==> config.mk <==
export PLATFORM = sky130hd
export DESIGN_NAME = base64_stream_codec
export DESIGN_NICKNAME = d
export VERILOG_FILES = /design/src/design/b64sc_pkg.sv /design/src/design/base64_stream_codec.sv
export SDC_FILE = /design/constraint.sdc
export NUM_CORES = 1
export LEC_CHECK = 0
export BUFFER_PORTS_ARGS = -buffer_cell sky130_fd_sc_hd__buf_2
export CORE_ASPECT_RATIO = 0.5
export CORE_UTILIZATION = 60
export CTS_CLUSTER_SIZE = 40
export DETAILED_ROUTE_END_ITERATION = 7
export GPL_TIMING_DRIVEN = 0
export PLACE_DENSITY = 0.79
export SKIP_CTS_REPAIR_TIMING = 1
export SKIP_LAST_GASP = 1
export SLEW_MARGIN = 10
export SYNTH_ARGS = -nofsm -noshare
export SYNTH_HDL_FRONTEND = slang
export SYNTH_SLANG_ARGS = --single-unit
==> constraint.sdc <==
create_clock -name i_clk -period 4.9 [get_ports i_clk]
set_input_delay 0.735 -clock i_clk [delete_from_list [all_inputs] [get_ports i_clk]]
set_output_delay 0.735 -clock i_clk [all_outputs]
set_load 0.05 [all_outputs]
==> src/design/b64sc_pkg.sv <==
`default_nettype none

package b64sc_pkg;

    localparam logic [7:0] PAD_CHAR = 8'h3D;
    localparam int unsigned MAX_RES = 4;

    typedef logic [7:0] t_byte;
    typedef logic [5:0] t_sextet;

    function automatic t_byte b64_char(input t_sextet v);
        t_byte c;
        if (v < 6'd26) begin
            c = 8'h41 + {2'b00, v};
        end else if (v < 6'd52) begin
            c = 8'h61 + {2'b00, v} - 8'd26;
        end else if (v < 6'd62) begin
            c = 8'h30 + {2'b00, v} - 8'd52;
        end else if (v == 6'd62) begin
            c = 8'h2B;
        end else begin
            c = 8'h2F;
        end
        return c;
    endfunction

    // Bit 6 set marks a character outside the alphabet.
    function automatic logic [6:0] b64_sextet(input t_byte c);
        logic [6:0] v;
        case (c) inside
            [8'h41:8'h5A]: v = 7'(c - 8'h41);
            [8'h61:8'h7A]: v = 7'(c - 8'h61 + 8'd26);
            [8'h30:8'h39]: v = 7'(c - 8'h30 + 8'd52);
            8'h2B:         v = 7'd62;
            8'h2F:         v = 7'd63;
            default:       v = 7'd64;
        endcase
        return v;
    endfunction

endpackage

`default_nettype wire

==> src/design/base64_stream_codec.sv <==
// Base64 codec on a valid/stall stream, one beat in and zero to four beats out.
// i_cfg_wen writes i_cfg_data into the mode register: 0 encodes raw bytes to
// base64 characters, 1 decodes characters to bytes. A write clears all message
// state; the user must make it only while the block is idle (not enforced here).
// Input beats carry a byte and a last flag; output beats carry a byte, a last
// flag and a sticky error flag that is only ever set when decoding.
// The results of a beat are loaded into the output register as it is accepted.
// A beat that gives no result lets the next beat in on the following cycle, and
// one that gives one result does too unless the receiver stalls, so the block
// takes one beat per cycle while it is not stalled; a beat that gives several
// results lets the next beat in only as its last result leaves.
// Each decoded byte is held back until the next one is decoded or the last beat
// arrives, so that the final byte can carry the last flag.
// While i_out_stall is high the current result holds and o_in_stall rises as
// soon as no further result can be taken in; nothing is dropped.
// Reset (synchronous, active low) selects encoding, clears the message state
// and empties the result register.
`default_nettype none

module base64_stream_codec (
    input  wire logic             i_clk,
    input  wire logic             i_rst_n,
    input  wire logic             i_cfg_wen,
    input  wire logic             i_cfg_data,
    input  wire logic             i_in_valid,
    output logic                  o_in_stall,
    input  wire b64sc_pkg::t_byte i_in_byte,
    input  wire logic             i_in_last,
    output logic                  o_out_valid,
    input  wire logic             i_out_stall,
    output b64sc_pkg::t_byte      o_out_byte,
    output logic                  o_out_last,
    output logic                  o_bad_input
);
    import b64sc_pkg::*;

    logic        r_mode;
    logic [5:0]  r_left;
    logic [1:0]  r_phase;
    logic [1:0]  r_pad;
    logic        r_err;
    logic        r_hold_vld;
    t_byte       r_hold_byte;

    logic [5:0]  n_left;
    logic [1:0]  n_phase;
    logic [1:0]  n_pad;
    logic        n_err;
    logic        n_hold_vld;
    t_byte       n_hold_byte;

    t_byte       r_res_byte [MAX_RES];
    logic        r_res_last [MAX_RES];
    logic        r_res_bad;
    logic [2:0]  r_rem;
    logic [1:0]  r_ptr;

    t_byte       n_res_byte [MAX_RES];
    logic        n_res_last [MAX_RES];
    logic        n_res_bad;
    logic [2:0]  n_cnt;

    logic        in_fire;
    logic        out_fire;
    logic [6:0]  dec_raw;
    logic [5:0]  dec_v;
    t_byte       dec_nb;
    logic        dec_made;

    assign o_out_valid = (r_rem != 3'd0);
    assign out_fire    = o_out_valid && !i_out_stall;
    assign o_in_stall  = !((r_rem == 3'd0) || ((r_rem == 3'd1) && out_fire));
    assign in_fire     = i_in_valid && !o_in_stall;

    assign o_out_byte  = r_res_byte[r_ptr];
    assign o_out_last  = r_res_last[r_ptr];
    assign o_bad_input = r_res_bad;

    assign dec_raw = b64_sextet(i_in_byte);
    assign dec_v   = dec_raw[6] ? 6'd0 : dec_raw[5:0];

    always_comb begin
        n_left      = r_left;
        n_phase     = r_phase;
        n_pad       = r_pad;
        n_err       = r_err;
        n_hold_vld  = r_hold_vld;
        n_hold_byte = r_hold_byte;
        n_res_bad   = 1'b0;
        n_cnt       = 3'd0;
        dec_nb      = '0;
        dec_made    = 1'b0;
        for (int k = 0; k < MAX_RES; k++) begin
            n_res_byte[k] = '0;
            n_res_last[k] = 1'b0;
        end

        if (!r_mode) begin
            case (r_phase)
                2'd0: begin
                    n_res_byte[0] = b64_char(i_in_byte[7:2]);
                    n_left        = {i_in_byte[1:0], 4'b0000};
                    n_phase       = 2'd1;
                    n_cnt         = 3'd1;
                    if (i_in_last) begin
                        n_res_byte[1] = b64_char({i_in_byte[1:0], 4'b0000});
                        n_res_byte[2] = PAD_CHAR;
                        n_res_byte[3] = PAD_CHAR;
                        n_res_last[3] = 1'b1;
                        n_cnt         = 3'd4;
                    end
                end
                2'd1: begin
                    n_res_byte[0] = b64_char({r_left[5:4], i_in_byte[7:4]});
                    n_left        = {i_in_byte[3:0], 2'b00};
                    n_phase       = 2'd2;
                    n_cnt         = 3'd1;
                    if (i_in_last) begin
                        n_res_byte[1] = b64_char({i_in_byte[3:0], 2'b00});
                        n_res_byte[2] = PAD_CHAR;
                        n_res_last[2] = 1'b1;
                        n_cnt         = 3'd3;
                    end
                end
                default: begin
                    n_res_byte[0] = b64_char({r_left[5:2], i_in_byte[7:6]});
                    n_res_byte[1] = b64_char(i_in_byte[5:0]);
                    n_res_last[1] = i_in_last;
                    n_left        = '0;
                    n_phase       = 2'd0;
                    n_cnt         = 3'd2;
                end
            endcase
        end else begin
            if (i_in_byte == PAD_CHAR) begin
                if (r_phase < 2'd2) begin
                    n_err = 1'b1;
                end
                if (r_pad != 2'd3) begin
                    n_pad = r_pad + 2'd1;
                end
            end else if (r_pad != 2'd0) begin
                n_err = 1'b1;
            end else begin
                if (dec_raw[6]) begin
                    n_err = 1'b1;
                end
                case (r_phase)
                    2'd0: begin
                        n_left = dec_v;
                    end
                    2'd1: begin
                        dec_nb   = {r_left[5:0], dec_v[5:4]};
                        n_left   = {2'b00, dec_v[3:0]};
                        dec_made = 1'b1;
                    end
                    2'd2: begin
                        dec_nb   = {r_left[3:0], dec_v[5:2]};
                        n_left   = {4'b0000, dec_v[1:0]};
                        dec_made = 1'b1;
                    end
                    default: begin
                        dec_nb   = {r_left[1:0], dec_v};
                        n_left   = '0;
                        dec_made = 1'b1;
                    end
                endcase
            end
            n_phase = r_phase + 2'd1;
            if (i_in_last && (n_phase != 2'd0)) begin
                n_err = 1'b1;
            end
            n_res_bad = n_err;

            if (dec_made) begin
                if (r_hold_vld) begin
                    n_res_byte[0] = r_hold_byte;
                    n_cnt         = 3'd1;
                end
                if (i_in_last) begin
                    n_res_byte[n_cnt[1:0]] = dec_nb;
                    n_res_last[n_cnt[1:0]] = 1'b1;
                    n_cnt                  = n_cnt + 3'd1;
                end else begin
                    n_hold_byte = dec_nb;
                    n_hold_vld  = 1'b1;
                end
            end else if (i_in_last) begin
                n_res_byte[0] = r_hold_vld ? r_hold_byte : 8'd0;
                n_res_last[0] = 1'b1;
                n_cnt         = 3'd1;
            end
        end

        if (i_in_last) begin
            n_left     = '0;
            n_phase    = '0;
            n_pad      = '0;
            n_err      = 1'b0;
            n_hold_vld = 1'b0;
        end
    end

    always_ff @(posedge i_clk) begin
        if (!i_rst_n) begin
            r_mode     <= 1'b0;
            r_left     <= '0;
            r_phase    <= '0;
            r_pad      <= '0;
            r_err      <= 1'b0;
            r_hold_vld <= 1'b0;
            r_rem      <= '0;
            r_ptr      <= '0;
        end else begin
            if (i_cfg_wen) begin
                r_mode     <= i_cfg_data;
                r_left     <= '0;
                r_phase    <= '0;
                r_pad      <= '0;
                r_err      <= 1'b0;
                r_hold_vld <= 1'b0;
            end else if (in_fire) begin
                r_left     <= n_left;
                r_phase    <= n_phase;
                r_pad      <= n_pad;
                r_err      <= n_err;
                r_hold_vld <= n_hold_vld;
            end
            if (in_fire) begin
                r_rem <= n_cnt;
                r_ptr <= '0;
            end else if (out_fire) begin
                r_rem <= r_rem - 3'd1;
                r_ptr <= r_ptr + 2'd1;
            end
        end
    end

    always_ff @(posedge i_clk) begin
        if (in_fire) begin
            r_hold_byte <= n_hold_byte;
            r_res_bad   <= n_res_bad;
            for (int k = 0; k < MAX_RES; k++) begin
                r_res_byte[k] <= n_res_byte[k];
                r_res_last[k] <= n_res_last[k];
            end
        end
    end

endmodule

`default_nettype wire
==> impl_results.md <==
- Status: complete, no violations
- Number of global-route vias before repair: 5010
- Synth unique cells: 70
- Die ar.: around 9000 sq um
- Worst EP required: 4.91 ns
- Vias per std cell: about 7.0
- First-pass GRT wire length: 27500 um
- Worst path top cell family by delay: compound AO/OA/AOI/OAI gates
- List of most frequent post-synthesis cells: nand2_1 (64), nor2_1 (64), a21oi_1 (54)
- Initial antenna violation count: 0
- DRT Wirelength: 17900 um
- Worst-path cell chain: buf_2, buf_1, inv_1, ha_1, and3_1, a211o_1, buf_2, nand3_1, nand2_1, o221ai_1, a21oi_1, a31oi_1, a311oi_1
- Max H-tree Level: 2
- Worst-margin pin slew: 1.19 ns
- I/O pins: 27
- CP max FO: 10
- Setup crit end kind: register
- Diodes inserted: 0
- Synth Area in Adders: 8.27%
- Fin. max-slew vios: 0
- Register bit total from synthesis: 50
- TritonCTS clock tree: yes
- Unrepaired setup endpoints after global routing: no
- Hold path cells: 2
- Area leader, netlist: edfxtp_1
- Cell count of the worst reg-to-reg path: 7
- CTS clk-pin slew, worst paths: around 0.06 ns
- Post-synthesis xor/xnor area fraction: 3.06%
- Total Neg Setup Slack: 0 ns
- GRT overflow: 0
- Routed Antenna Nets: 0
- Max Freq: 230 MHz
- Slew HR: ~20%
- DRC Markers: 0
- Pwr/cell area: 329 nW/um^2
- Number of synthesized flops with an enable pin: 30
- DR iter-0 viols: 903
- Wire length per cell: 21.5 um
- Ys flop type: edfxtp_1
- Crit path DAT: 4.35 ns
- Period utilisation layout: 88.8%
- Worst VDD drop: between 300 and 400 uV
- CP dominant cell by count: buf_2
- Ys async rst share: 0%
- WP depth: 13
- Routability Congestion: 1.03
- Clk_skew: 0.00600 ns
- Number of CTS-inserted buffers: 5
- Startpoint Class: input pin
- Post-synthesis mux area share: around 2.2%
- Main combinational cell family by area after synthesis: compound AO/OA/AOI/OAI gates
- Post-Syn Area: 5150 sq um
- Area Overhead vs Synth: 8.41%
- Compound-Gate Fraction of Synth Area: a little under a third
- Yosys top cell area share: 17.5%
- CP max stage delay: 0.60 ns
- Fin util: between 60 and 70%
- TritonRoute pass-1 iters: 7
- Post-Synth Simple-Gate Area: 23.1%
- Fin. Hold Viols: 0
- Pin count of the biggest net entering global routing: 30
- Largest cells by area after synthesis: edfxtp_1 (18%), ha_1 (8.3%), dfxtp_1 (7.8%), a21oi_1 (5.3%), o21ai_0 (5.1%)
- PortBufs: 26
- Clk_lat worst skew: 0.29 ns
- Final net count: 768
- Mean Syn Cell Area: 7.50 sq um
- CTS max path bufs: 2
- CP Class: in2reg
- Sinks on the clock net: 50
- Tmin final: 4.35 ns
- Root buf cell: clkbuf_16
- Mapped Cells: 686
- Die X: 133 um
- Max-cap viol count: 0
- Sequential area share after synthesis: 25.3%
- Setup-failing EPs final: 0
- Hold Crit Class: reg2reg
- Via count: 5857
- Initial Util: 63.2%
- Die H: 67.5 um
- Core Region: 8140 sq um
- Total track usage: about two fifths
- Leakage power: 2.06 nW
- Syn_nets: around 740
- Synth warn: 0
- DPL Wire Length: 13300 um
- CP max stage cell: o221ai_1
- Row count: 23
- Worst Path Buf+Inv: 4
- Ratio of cells with drive above 1 in the final layout: 6.53%
[sequential cells by signal, indices dropped and copies added, names as in the netlist, named ones only]
register,flops
o_bad_input,1
r_pad,2
r_mode,1
r_res_byte,18
r_err,1
r_phase,2
r_left,6
r_res_last,3
r_rem,3
r_ptr,2
r_hold_byte,8
r_hold_vld,1
[path summary, 6_finish.rpt]
check	startpoint	to	slack, ns
max	i_in_byte[5]	r_res_byte[0][3]	0.55
min	r_left[1]	r_left[1]	0.54
max reg2reg	r_phase[1]	r_res_byte[0][3]	2.19
min reg2reg	r_left[1]	r_left[1]	0.54
[routing by layer]
metal	global-route usage, %	part of all wire, %	up-vias
met1	54.6	42	2700
met5	0	0	-
met3	10.7	15	40
li1	-	-	2636
met2	63.0	41	481
met4	11.4	2.1	0
[metrics by stage]
stage	cell area (sq um)	std cells	hold slack (ns)	total power (W)	setup slack [ns]
2_1_floorplan	5150	686	0.468	0.00123	1.37
3_3_place_gp	5420	824	0.507	0.00143	0.414
3_5_place_dp	5420	824	0.525	0.00145	0.441
4_1_cts	5580	832	0.532	0.00181	0.733
5_1_grt	5580	832	0.557	0.00192	0.383
6_report	5580	832	0.536	0.00184	0.550
[cell families (layout without fill, tap and decap cells)]
family | Yosys count | in the layout
AOI/OAI and AO/OA | 244 | 244
xor gates and xnor gates | 18 | 18
adders and majority gates | 34 | 34
buffers and inverters | 82 | 116
DFF | 50 | 50
muxes | 10 | 10
and+or+nand+nor | 248 | 248
[power breakdown]
part / switching, W / internal (W)
Clock: 0.000150 / 0.000221
Combinational: 0.000642 / 0.000243
Sequential: 0.0000341 / 0.000547
Total: 0.000826 / 0.00101
[cells in the final DEF (no fill, tap or decap), drive strengths merged, types with 11 or more instances in the layout]
| cell type | n |
|---|---|
| nand2 | 65 |
| nor2 | 64 |
| a21oi | 54 |
| o21ai | 52 |
| clkbuf | 47 |
| buf | 36 |
| ha | 34 |
| inv | 30 |
| edfxtp | 30 |
| nor3 | 26 |
| nand3 | 25 |
| dfxtp | 20 |
| a211oi | 18 |
| xnor2 | 16 |
| a31oi | 15 |
| o211ai | 14 |
| nand4 | 13 |
| a21o | 13 |
| nand2b | 12 |
| and3 | 11 |
[cell type report]
type / instances / area (sq um)
fillers: 697 / 2560
flip-flops and latches: 50 / 1300
plain buffers: 50 / 198
clock inverters: 1 / 8.76
well taps: 112 / 140
inverters: 32 / 120
repair buffers: 26 / 130
clock buffers: 7 / 154
multi-input cells: 554 / 3530
[tightest hold or removal path, cell delays in order, from the launching register on]
cell	delay (ns)
dfxtp_1	0.35
nand2b_1	0.09
a21oi_1	0.06
(Power assumes the default switching activity.)
